File: src/design/nst_pkg.sv
`timescale 1ns / 1ps

package nst_pkg;

    // item kinds carried on s_tuser
    localparam logic OP_OUTBOUND = 1'b0;
    localparam logic OP_REPLY    = 1'b1;

    localparam int ADDR_W = 32;
    localparam int PORT_W = 16;
    localparam int CSUM_W = 16;

    localparam int S_TDATA_W = 2 * ADDR_W + 2 * PORT_W + 2 * CSUM_W;
    localparam int M_TDATA_W = 2 * ADDR_W + 2 * CSUM_W;

    // controller to datapath
    typedef struct packed {
        logic clr_step;
        logic load_in;
        logic mem_access;
        logic load_out;
    } nst_cmd_t;

    // datapath to controller
    typedef struct packed {
        logic clr_done;
        logic out_free;
    } nst_sts_t;

endpackage

File: src/design/nst_ctrl.sv
`timescale 1ns / 1ps

module nst_ctrl
    import nst_pkg::*;
(
    input  logic     aclk,
    input  logic     aresetn,
    input  logic     s_tvalid,
    output logic     s_tready,
    input  nst_sts_t sts,
    output nst_cmd_t cmd
);

    typedef enum logic [3:0] {
        S_CLEAR = 4'b0001,
        S_IDLE  = 4'b0010,
        S_READ  = 4'b0100,
        S_SUM   = 4'b1000
    } state_t;

    state_t state_reg;
    state_t state_next;

    always_ff @(posedge aclk) begin
        if (!aresetn) begin
            state_reg <= S_CLEAR;
        end else begin
            state_reg <= state_next;
        end
    end

    always_comb begin
        state_next     = state_reg;
        cmd            = '0;
        s_tready       = 1'b0;
        unique case (state_reg)
            S_CLEAR: begin
                cmd.clr_step = 1'b1;
                if (sts.clr_done) begin
                    state_next = S_IDLE;
                end
            end
            S_IDLE: begin
                s_tready    = 1'b1;
                cmd.load_in = s_tvalid;
                if (s_tvalid) begin
                    state_next = S_READ;
                end
            end
            S_READ: begin
                cmd.mem_access = 1'b1;
                state_next     = S_SUM;
            end
            S_SUM: begin
                // wait until the output stage can take the result
                cmd.load_out = sts.out_free;
                if (sts.out_free) begin
                    state_next = S_IDLE;
                end
            end
            default: begin
                state_next = S_CLEAR;
            end
        endcase
    end

endmodule

File: config.mk
export PLATFORM = sky130hd
export DESIGN_NAME = nst_ctrl
export DESIGN_NICKNAME = d
export VERILOG_FILES = /design/src/design/nst_pkg.sv /design/src/design/nst_ctrl.sv
export SDC_FILE = /design/constraint.sdc
export NUM_CORES = 1
export LEC_CHECK = 0
export BUFFER_PORTS_ARGS = -buffer_cell sky130_fd_sc_hd__clkbuf_2
export CAP_MARGIN = 20
export CELL_PAD_IN_SITES_DETAIL_PLACEMENT = 0
export CELL_PAD_IN_SITES_GLOBAL_PLACEMENT = 1
export CORE_AREA = 2 2 39 41
export CTS_CLUSTER_DIAMETER = 120
export DETAILED_ROUTE_END_ITERATION = 10
export DIE_AREA = 0 0 41 43
export PLACE_DENSITY = 0.59
export SYNTH_ARGS = -nofsm -noshare
export SYNTH_HDL_FRONTEND = slang
export SYNTH_SLANG_ARGS = --single-unit
File: constraint.sdc
create_clock -name aclk -period 1.1 [get_ports aclk]
set_input_delay 0.22 -clock aclk [delete_from_list [all_inputs] [get_ports aclk]]
set_output_delay 0.22 -clock aclk [all_outputs]
set_load 0.02 [all_outputs]
==> Word-level counts from Yosys, hierarchy flattened <==
Index checks and enable logic that the tools add are counted.
{ "totals": {"mem_count": 0, "latch_bits": 0, "in_bits": 5, "word_cells": 18, "regBits": 4, "out_inout_bits": 5, "mem_bits_ro": 0, "ramBits": 0} }
{ "classes": {"mul": 0, "n_bitwise": 0, "muxes": 9, "n_reduce_logical": 1, "eq_ne": 7, "n_shift": 0, "add_sub_neg": 0, "magnitude_cmp": 0, "div_mod_pow": 0} }
{ "op_table": {"columns": ["cell", "n"], "rows": [
  ["$pmux 4 s4", 1],
  ["$mux 4", 3],
  ["$ne 2x2->1 const B", 3],
  ["$mux 1", 5],
  ["$eq 4x1->1 const B", 1],
  ["$eq 4x2->1 const B", 1],
  ["$eq 4x3->1 const B", 1],
  ["$eq 4x4->1 const B", 1],
  ["$reduce_and 3->1", 1]
]} }

==> Logic depth before layout (Yosys ltp) <==
Gate-level depths: netlist of run 1.
{ "logic_depth": {"depth_word": 3, "ltp_mapped": 4, "mapped_depth_nobuf": 3} }

==> Worst setup path before layout of run 1 <==
Ideal clock, no wire load.
{ "synth_path": {"path_type": "reg2out", "start": "register state_reg[3]", "end": "output port cmd[3] (netlist name)", "path_buffers": 1, "required_ps": 880, "arrival_ps": 1206, "stages_incl_launch_ff": 3, "slack_ps": -326, "cell_sequence": "dfxtp_1 -> buf_4 -> nor4b_1"} }
{ "synth_lines": {"columns": ["element", "line", "rtl"], "rows": [
  ["from (decl)", "nst_ctrl.sv:21", "state_t state_reg;"],
  ["from (signal assigned)", "nst_ctrl.sv:28", "state_reg <= state_next;"],
  ["to (decl)", "nst_ctrl.sv:11", "output nst_cmd_t cmd"]
]} }

==> results of run 1 <==
==> critical path: cells and delay by family (launching register included) <==
family	cells	cell delay [ps]
flops	1	350
simple gates	3	500
buf+inv	1	100
==> path summary, 6_finish.rpt <==
check,startpoint,endpoint,slack [ps]
min,s_tvalid,state_reg[2]$_SDFFE_PN0P_,260
min reg2reg,state_reg[0]$_SDFFE_PN1P_,state_reg[1]$_SDFFE_PN0P_,650
max,state_reg[1]$_SDFFE_PN0P_,cmd[2],-310
max reg2reg,state_reg[1]$_SDFFE_PN0P_,state_reg[0]$_SDFFE_PN1P_,-20
==> final cells by class <==
type	instances	area share (%)
Timing Repair Buffer	17	29.0
Clock buffer	4	5.85
Multi-Input combinational cell	21	40.9
Sequential cell	4	19.8
Tap cell	16	4.46
==> stage by stage <==
step	hold slack, ps	std cells
detailed placement	508	56
floorplan	365	26
finish	262	62
global placement	495	56
global route	274	62
CTS	261	62
==> kinds of logic (layout without fill, tap and decap cells) <==
family                 count (synthesis)  in the layout  synth area share (%)
multiplexers                           1              1                  4.04
AO/OA/AOI/OAI                          3              3                  8.59
flip-flops                             4              4                  32.3
buffers and inverters                  1             21                  3.03
AND/OR/NAND/NOR                       17             17                  52.0
==> repair_timing <==
action	CTS	global route
hold buffers	0	0
setup buffers	2	0
gates resized for setup	6	7
setup endpoints to repair	7	6
pin swaps	2	2
==> placed cells by master, fill, tap and decap left out, types with 2 or more instances in the layout <==
master    Yosys  routed
nand2b_1      2       2
buf_4         1      10
clkbuf_2      0       5
clkbuf_4      0       3
buf_8         0       2
dfxtp_4       0       2
and3_1        2       2
==> metal layers <==
| layer | up-vias | track usage, % | wire length, um |
|---|---|---|---|
| met5 | - | 0 | 0 |
| li1 | 132 | - | - |
| met2 | 8 | 13.8 | 322 |
| met1 | 125 | 10.3 | 251 |
| met3 | 0 | 8.38 | 61 |
| met4 | 0 | 4.00 | 0 |
==> power groups by stage <==
stage	registers [mW]	logic [mW]	clock network, mW
finish	0.159	0.0784	0.206
global route	0.160	0.0849	0.227
CTS	0.160	0.0761	0.214
detailed placement	0.162	0.0712	0
global placement	0.161	0.0717	0
floorplan	0.164	0.0364	0
==> metrics.md, run 1 <==
| Metric | Value |
|---|---|
| DRT Pass-1 Iters | 4 |
| Synth warn | 0 |
| DP Area | between 300 and 400 um^2 |
| # clock sinks | 4 |
| Flops & latches, synth | 4 |
| Layout cell share with drive strength beyond 1 | about 65% |
| Failing checks | setup timing |
| Fmax | between 700 and 800 MHz |
| Sequential Area | roughly 89 um^2 |
| Final HPWL DP | roughly 500 um |
| Worst skew pair latency | 240 ps |
| Gate power share | approximately 18% |
| Unrepaired setup endpoints after global routing | yes |
| Grt ovf | 0 |
| Area Growth Syn to Fin | 81.3% |
| Slowest stage delay, CP | ~350 ps |
| Internal Power | approximately 0.33 mW |
| Routed WL per cell | about 10 um |
| Hold WC Path Type | input pin to register |
| Filler cells | 150 |
| DRC Markers | 0 |
| Final Critical Period | 1410 ps |
| Most numerous cell in the Yosys netlist | dfxtp_1 |
| Post-route cell area | 449 um^2 |
| Critical path cell sequence | nor2b_4 -> nor3b_4 -> and2_4 -> buf_8 |
| Top-area cell type share of the netlist area | between 30 and 40% |
| Critical path type | register to output pin |
| Clock share of power | between 40% and 50% |
| Largest net degree at the start of global routing | 7 |
| Cts bufs inserted | 3 |
| Slew Viols, Final | 0 |
| Min-Delay Path Depth | 2 |
| Relative slew margins | 83.9% |
| Max-cap violations | 0 |
| Utilization after layout | 32.5% |
| Max reg flops | 4 |
| Synth cell count leaders | 4 x dfxtp_1, 2 x and3_1, 2 x nand2b_1, 2 x nor2_1 |
| Period utilization | 128% |
| Via count | ~270 |
| Worst Setup End Kind | output pin |
| Peak supply drop | between 0.0003 and 0.0004 V |
| Critical Path RT | between 800 and 900 ps |
| Vias in the first global route | ~280 |
| Post-synth EDFFs | 0 |
| Synthesized net count | 31 |
| Dpl ws | -118 ps |
| Final nets | 52 |
| TritonCTS clock tree | built |
| First-pass GRT wire length | between 1000 and 1500 um |
| Mean area per synthesized cell | 9.53 um^2 |
| Slowest stage cell on the critical path | dfxtp_4 |
| Synth area leader | dfxtp_1 |
| Die W | about 41 um |
| Switching share of power | about a quarter |
| Rows | 14 |
| Mapped Area | between 200 and 250 um^2 |
| Die Y | roughly 43 um |
| Ports | 10 |
| Post-synth top flop | dfxtp_1 |
| Mapped Cells | 26 |
| H-tree depth | 1 |
| GRT Util Overall | 9.85% |
| Status | complete, but fails checks |
| Port bufs | 9 |
| Total power | ~0.44 mW |
| Critical path data arrival time | about 1200 ps |
| Worst Clk Skew | between 3 and 4 ps |
| Synth area leaders | dfxtp_1 32%, nor3b_4 7.6%, nor4b_2 6.1% |
| Worst setup margin | -308 ps |
| Distinct cells, synth | 20 |
| Clk slew on worst S/H paths | ~40 ps |
| Reg power frac | a little over a third |
| Register area share after synthesis | 32.3% |
| Number of DRC markers in iteration 0 | 5 |
| Multi-input logic area | approximately 180 um^2 |
| Core area | around 1400 um^2 |
| Setup TNS | -1400 ps |
| Clock tree buffer depth | 2 |
| Register-to-Register Path Depth | 4 |
| Initial Util | 17.9% |
| Final WL | between 600 and 700 um |
| Count of final setup violators | 6 |
| Final hold vios | 0 |
| Gpl congestion | 0.741 |
| # diodes | 0 |
| Least-Margin Pin Slew | between 200 and 250 ps |
| Initial antenna violation count | 0 |
| Crit path launch type | register |
| Static leakage | 0.195 nW |
| Detail Route Antenna Nets | 0 |
| P_sw | between 0.1 and 0.15 mW |
| Pwr dens | a little under 1000 nW/um^2 |
| Vias per cell | approximately 4.3 |
| Async SR Flop Fraction | 0% |
| CTS root buffer | clkbuf_4 |
| Crit path max fanout | 4 |
| Die area | 1760 um^2 |
Note: power is estimated with default switching activity, not from simulation.
==> run 2: changes to the inputs <==
Settings changed: PLACE_DENSITY 0.59 to unset, PLACE_DENSITY_LB_ADDON set to 0.1.
==> run 2 against run 1 <==
Effect of this change:
- the flow still finishes with violations (setup timing)
- register-to-register slack lost 70 ps
- final cell count is 6.5% higher
- worst hold slack gained 12 ps
- flip-flop and latch count is the same
- critical endpoint is now s_tready
- combinational power rose by 23%
- sequential share of layout area is 2.0 points lower
- fmax about the same
- non-clock buffer count is 4 higher
- critical path depth did not move
- global-route usage increased by 0.18 points
- clock power is essentially flat
- worst setup slack is essentially flat
==> metrics.md, run 2 (synthesis results as in run 1) <==
| Metric | Value |
|---|---|
| Critical Path RT | 880 ps (about the same) |
| Final hold slack | 274 ps (+11.8 ps) |
| Utilization after layout | 36.5% (+4.1 points) |
| Hold WC Path Type | input pin to register |
| Register-to-Register Path Depth | 6 (+2) |
| Routed WL per cell | 10.5 um (+3.0%) |
| Min-Delay Path Depth | 2 (unchanged) |
| Count of final setup violators | 7 (+1) |
| Worst Setup End Kind | output pin |
| Clk slew on worst S/H paths | 40 ps (about the same) |
| Initial antenna violation count | 0 (unchanged) |
| Critical path type | register to output pin |
| Core area | 1380 um^2 (unchanged) |
| Vias per cell | 4.33 (+1.4%) |
| Worst Clk Skew | 0.289 ps (-2.81 ps) |
| Port bufs | 9 (unchanged) |
| Pwr dens | 909 nW/um^2 (-8.0%) |
| Cts bufs inserted | 3 (unchanged) |
| Worst r2r src | state_reg[1]$_SDFFE_PN0P_ |
| Post-route insts no fill | 66 (+6.5%) |
| Initial Util | 17.9% (unchanged) |
| Critical path data arrival time | 1190 ps (about the same) |
| Max reg flops | 4 (unchanged) |
| Number of DRC markers in iteration 0 | 2 (-3) |
| DRT Pass-1 Iters | 2 (-2) |
| Gpl congestion | 0.715 (-3.6%) |
| Layout cell share with drive strength beyond 1 | 76.0% (+11 points) |
| Final nets | 56 (+7.7%) |
| Worst skew pair latency | 240 ps (about the same) |
| Largest net degree at the start of global routing | 9 (+2) |
| Vias in the first global route | 294 (+6.9%) |
| Rows | 14 (unchanged) |
| Grt ovf | 0 (unchanged) |
| Multi-input logic area | 199 um^2 (+8.2%) |
| Static leakage | 0.220 nW (+13%) |
| Die area | 1760 um^2 (unchanged) |
| Crit path launch type | register |
| Sink of the worst hold path | state_reg[2]$_SDFFE_PN0P_ |
| # clock sinks | 4 (unchanged) |
| TritonCTS clock tree | built |
| Hold buffer count at CTS | 0 (unchanged) |
| Filler cells | 140 (-6.7%) |
| Area Growth Syn to Fin | 104% |
| Failing checks | setup timing |
| Final WL | 696 um (+9.6%) |
| Die Y | 43 um (unchanged) |
| Final hold vios | 0 (unchanged) |
| Relative slew margins | 83.7% (-0.21 points) |
| DRC Markers | 0 (unchanged) |
| Sequential Area | 90.1 um^2 (+1.4%) |
| Final HPWL DP | 515 um (+3.2%) |
| Leading cell type in the layout, fill and taps excluded | buf_4 |
| Most frequent cells in the layout | 11 x buf_4, 5 x clkbuf_2, 3 x clkbuf_4, 3 x buf_6 |
| Final Critical Period | 1410 ps (-0.237 ps) |
| Fmax | 711 MHz (about the same) |
| Slew Viols, Final | 0 (unchanged) |
| Die W | 41 um (unchanged) |
| Via count | 286 (+7.9%) |
| Period utilization | 128% (about the same) |
| Detail Route Antenna Nets | 0 (unchanged) |
| Ports | 10 (unchanged) |
| Worst setup margin | -307 ps (+0.237 ps) |
| Status | complete, but fails checks |
| Clock tree buffer depth | 2 (unchanged) |
| First-pass GRT wire length | 1120 um (+2.5%) |
| Post-route cell area | 505 um^2 (+13%) |
| Max-cap violations | 0 (unchanged) |
| Least-Margin Pin Slew | 244 ps (+2.52 ps) |
| Critical R2R Capture | state_reg[0]$_SDFFE_PN1P_ |
| Flop2flop setup slack | -90 ps (-70 ps) |
| Unrepaired setup endpoints after global routing | yes |
| GRT Util Overall | 10.0% (+0.18 points) |
| Peak supply drop | 0.000503 V (+33%) |
| Cells after DPL | 57 (+1.8%) |
| Crit path max fanout | 3 (-1) |
| HP Start | s_tvalid |
| CTS root buffer | clkbuf_4 |
| # diodes | 0 (unchanged) |
| H-tree depth | 1 (unchanged) |
| DP Area | 385 um^2 (+2.0%) |
-- run 2: what timing repair did --
| action | in CTS | in global routing |
|---|---|---|
| resized for setup | 13 | 6 |
| setup buffers | 4 | 1 |
| endpoints found under the setup margin | 7 | 8 |
| cloned | 0 | 0 |
| pin swaps | 2 | 3 |
-- run 2: cell type report --
type | count | area share (%)
clock buffers | 4 | 5.20
multi-input cells | 21 | 39.4
flip-flops and latches | 4 | 17.8
well taps | 16 | 3.96
repair buffers | 21 | 33.7
-- run 2: critical path, cell delays in order (launching register included) --
cell and delay (ps):
dfxtp_4 350, nor2b_4 140, nor3b_4 190, buf_4 140, clkbuf_8 130
-- run 2: worst max-delay path by stage --
| stage | to | start |
|---|---|---|
| 6_report | s_tready | state_reg[1]$_SDFFE_PN0P_ |
| 5_1_grt | cmd[1] | state_reg[0]$_SDFFE_PN1P_ |
| 4_1_cts | cmd[1] | state_reg[0]$_SDFFE_PN1P_ |
| 3_5_place_dp | cmd[2] | state_reg[0]$_SDFFE_PN1P_ |
| 3_3_place_gp | cmd[1] | state_reg[0]$_SDFFE_PN1P_ |
| 2_1_floorplan | cmd[2] | state_reg[1]$_SDFFE_PN0P_ |
-- run 2: metal layers --
metal | share of wire [%] | global-route usage [%] | vias to the layer above
met1 | 41 | 8.97 | 136
met4 | 0 | 4.00 | 0
met3 | 4.7 | 7.85 | 0
met2 | 54 | 15.9 | 6
li1 | - | - | 144
met5 | 0 | 0 | -
-- run 2: power breakdown --
part / total [mW] / leakage, nW / internal, mW / switching, mW
registers: 0.159 / 0.0344 / 0.151 / 0.00825
logic: 0.0961 / 0.171 / 0.0573 / 0.0388
clock network: 0.204 / 0.0150 / 0.137 / 0.0674
total: 0.459 / 0.220 / 0.345 / 0.114
-- run 2: stage by stage --
| stage | TNS, ps | power (mW) | setup WS (ps) |
|---|---|---|---|
| detailed placement | -464 | 0.235 | -140 |
| floorplan | -303 | 0.200 | -172 |
| global placement | -420 | 0.236 | -143 |
| finish | -1460 | 0.459 | -307 |
| global route | -1860 | 0.489 | -367 |
| CTS | -1540 | 0.465 | -341 |
==> run 3: changes to the inputs <==
Settings changed: TNS_END_PERCENT set to 5.
==> run 3 against run 2 <==
Effect of this change:
- the run still ends with setup timing left
- routed wire length shrank 6.0%
- power shrank 5.8%
- worst setup slack lost 22 ps
- largest cell class unchanged
- die area is the same
- clock power shrank 3%
- flip-flop and latch count is the same
- final cell count shrank 6.1%
- clock-buffer cell count is the same
- global-route usage shrank 0.40 points
- fmax shrank 1.5%
==> metrics.md, run 3 (synthesis results as in run 1) <==
| Metric | Value |
|---|---|
| Worst setup margin | -329 ps (-21.8 ps) |
| Multi-input logic area | 184 um^2 (-7.5%) |
| Critical path data arrival time | 1210 ps (+20 ps) |
| Ports | 10 (unchanged) |
| DRT Pass-1 Iters | 2 (unchanged) |
| CTS root buffer | clkbuf_4 |
| Worst r2r src | state_reg[1]$_SDFFE_PN0P_ |
| Most frequent cells in the layout | 11 x buf_4, 4 x clkbuf_2, 3 x clkbuf_4 |
| GRT Util Overall | 9.63% (-0.40 points) |
| Critical Path RT | 880 ps (about the same) |
| Core area | 1380 um^2 (unchanged) |
| Worst skew pair latency | 230 ps (about the same) |
| Critical R2R Capture | state_reg[0]$_SDFFE_PN1P_ |
| Failing checks | setup timing |
| Dpl ws | -162 ps (-21.6 ps) |
| Hold WC Path Type | input pin to register |
| First-pass GRT wire length | 1100 um (-1.8%) |
| Unrepaired setup endpoints after global routing | yes |
| Number of DRC markers in iteration 0 | 5 (+3) |
| Critical path type | register to output pin |
| Slew Viols, Final | 0 (unchanged) |
| Min-Delay Path Depth | 2 (unchanged) |
| Grt ovf | 0 (unchanged) |
| Final nets | 52 (-7.1%) |
| # clock sinks | 4 (unchanged) |
| Register-to-Register Path Depth | 5 (-1) |
| H-tree depth | 1 (unchanged) |
| Worst Clk Skew | 3.74 ps (+3.45 ps) |
| Crit path max fanout | 4 (+1) |
| # diodes | 0 (unchanged) |
| Total power | 0.433 mW (-5.8%) |
| Initial antenna violation count | 0 (unchanged) |
| Post-route insts no fill | 62 (-6.1%) |
| Area Growth Syn to Fin | 77.3% |
| Detail Route Antenna Nets | 0 (unchanged) |
| Least-Margin Pin Slew | 222 ps (-22.6 ps) |
| Cells after DPL | 57 (unchanged) |
| Relative slew margins | 85.2% (+1.6 points) |
| Clock tree buffer depth | 2 (unchanged) |
| Period utilization | 130% (+2.0 points) |
| Flop2flop setup slack | 0 ps (+90 ps) |
| TritonCTS clock tree | built |
| Sink of the worst hold path | state_reg[2]$_SDFFE_PN0P_ |
| Largest net degree at the start of global routing | 8 (-1) |
| Worst Setup End Kind | output pin |
| Vias in the first global route | 258 (-12%) |
| Final WL | 654 um (-6.0%) |
| Count of final setup violators | 6 (-1) |
| Via count | 267 (-6.6%) |
| Clk slew on worst S/H paths | 40 ps (about the same) |
| Fmax | 700 MHz (-1.5%) |
| Crit path launch type | register |
| Routed WL per cell | 10.5 um (about the same) |
| Final HPWL DP | 516 um (+0.21%) |
| Rows | 14 (unchanged) |
| Max reg flops | 4 (unchanged) |
| Port bufs | 9 (unchanged) |
| Layout cell share with drive strength beyond 1 | 65.2% (-11 points) |
| Final hold vios | 0 (unchanged) |
| Cts bufs inserted | 3 (unchanged) |
| Die area | 1760 um^2 (unchanged) |
| Max-cap violations | 0 (unchanged) |
| DRC Markers | 0 (unchanged) |
| Status | complete, but fails checks |
| Filler cells | 154 (+10%) |
| Peak supply drop | 0.000369 V (-27%) |
| Pwr dens | 985 nW/um^2 (+8.5%) |
| Die Y | 43 um (unchanged) |
| Hold buffer count at CTS | 0 (unchanged) |
| Vias per cell | 4.31 (-0.62%) |
| Gpl congestion | 0.694 (-2.9%) |
| HP Start | s_tvalid |
| Leading cell type in the layout, fill and taps excluded | buf_4 |
| Final Critical Period | 1430 ps (+21.8 ps) |
| Sequential Area | 86.3 um^2 (-4.2%) |
| Die W | 41 um (unchanged) |
| Initial Util | 17.9% (unchanged) |
| Static leakage | 0.195 nW (-11%) |
## run 3: cell type report
class	instances	area share [%]
clock buffer	4	5.98
multi-input combinational	21	41.9
sequential	4	19.7
tap	16	4.56
timing repair buffer	17	27.9
## run 3: metrics by stage
step	area [um^2]	utilization (%)	hold WS, ps	setup TNS, ps
6_report	439	31.7	261	-1260
5_1_grt	439	31.7	267	-1790
4_1_cts	423	30.6	260	-1510
3_5_place_dp	383	27.7	502	-512
3_3_place_gp	383	27.7	500	-417
2_1_floorplan	273	-	365	-349
## run 3: worst max-delay path by stage
stage | startpoint | to | cells past startpoint
final | state_reg[1]$_SDFFE_PN0P_ | cmd[2] | 4
after global routing | state_reg[1]$_SDFFE_PN0P_ | cmd[2] | 4
after CTS | state_reg[1]$_SDFFE_PN0P_ | cmd[2] | 4
after detailed placement | state_reg[0]$_SDFFE_PN1P_ | cmd[2] | 4
after global placement | state_reg[0]$_SDFFE_PN1P_ | cmd[2] | 4
after floorplan | state_reg[1]$_SDFFE_PN0P_ | cmd[2] | 3
## run 3: per-layer routing
metal / track usage [%] / part of all wire, % / vias to the layer above
li1: - / - / 133
met1: 11.9 / 45 / 128
met2: 12.5 / 50 / 6
met3: 8.38 / 4.7 / 0
met4: 2.00 / 0 / 0
met5: 0 / 0 / -
## run 3: worst max-delay path, cell delays in order (launching register included)
cell and delay (ps):
dfxtp_4 350, nor2b_4 140, nor3b_4 210, and2_4 180, buf_8 100
## run 3: repair_timing
action	in CTS	in global routing
buffers inserted	0	1
resized for setup	4	8
endpoints found under the setup margin	7	7
pin swaps	1	1
## run 3: power by group
part	internal (mW)	switching, mW	total (mW)
logic	0.0420	0.0308	0.0728
clock network	0.136	0.0613	0.198
registers	0.152	0.0106	0.162
total	0.330	0.103	0.433
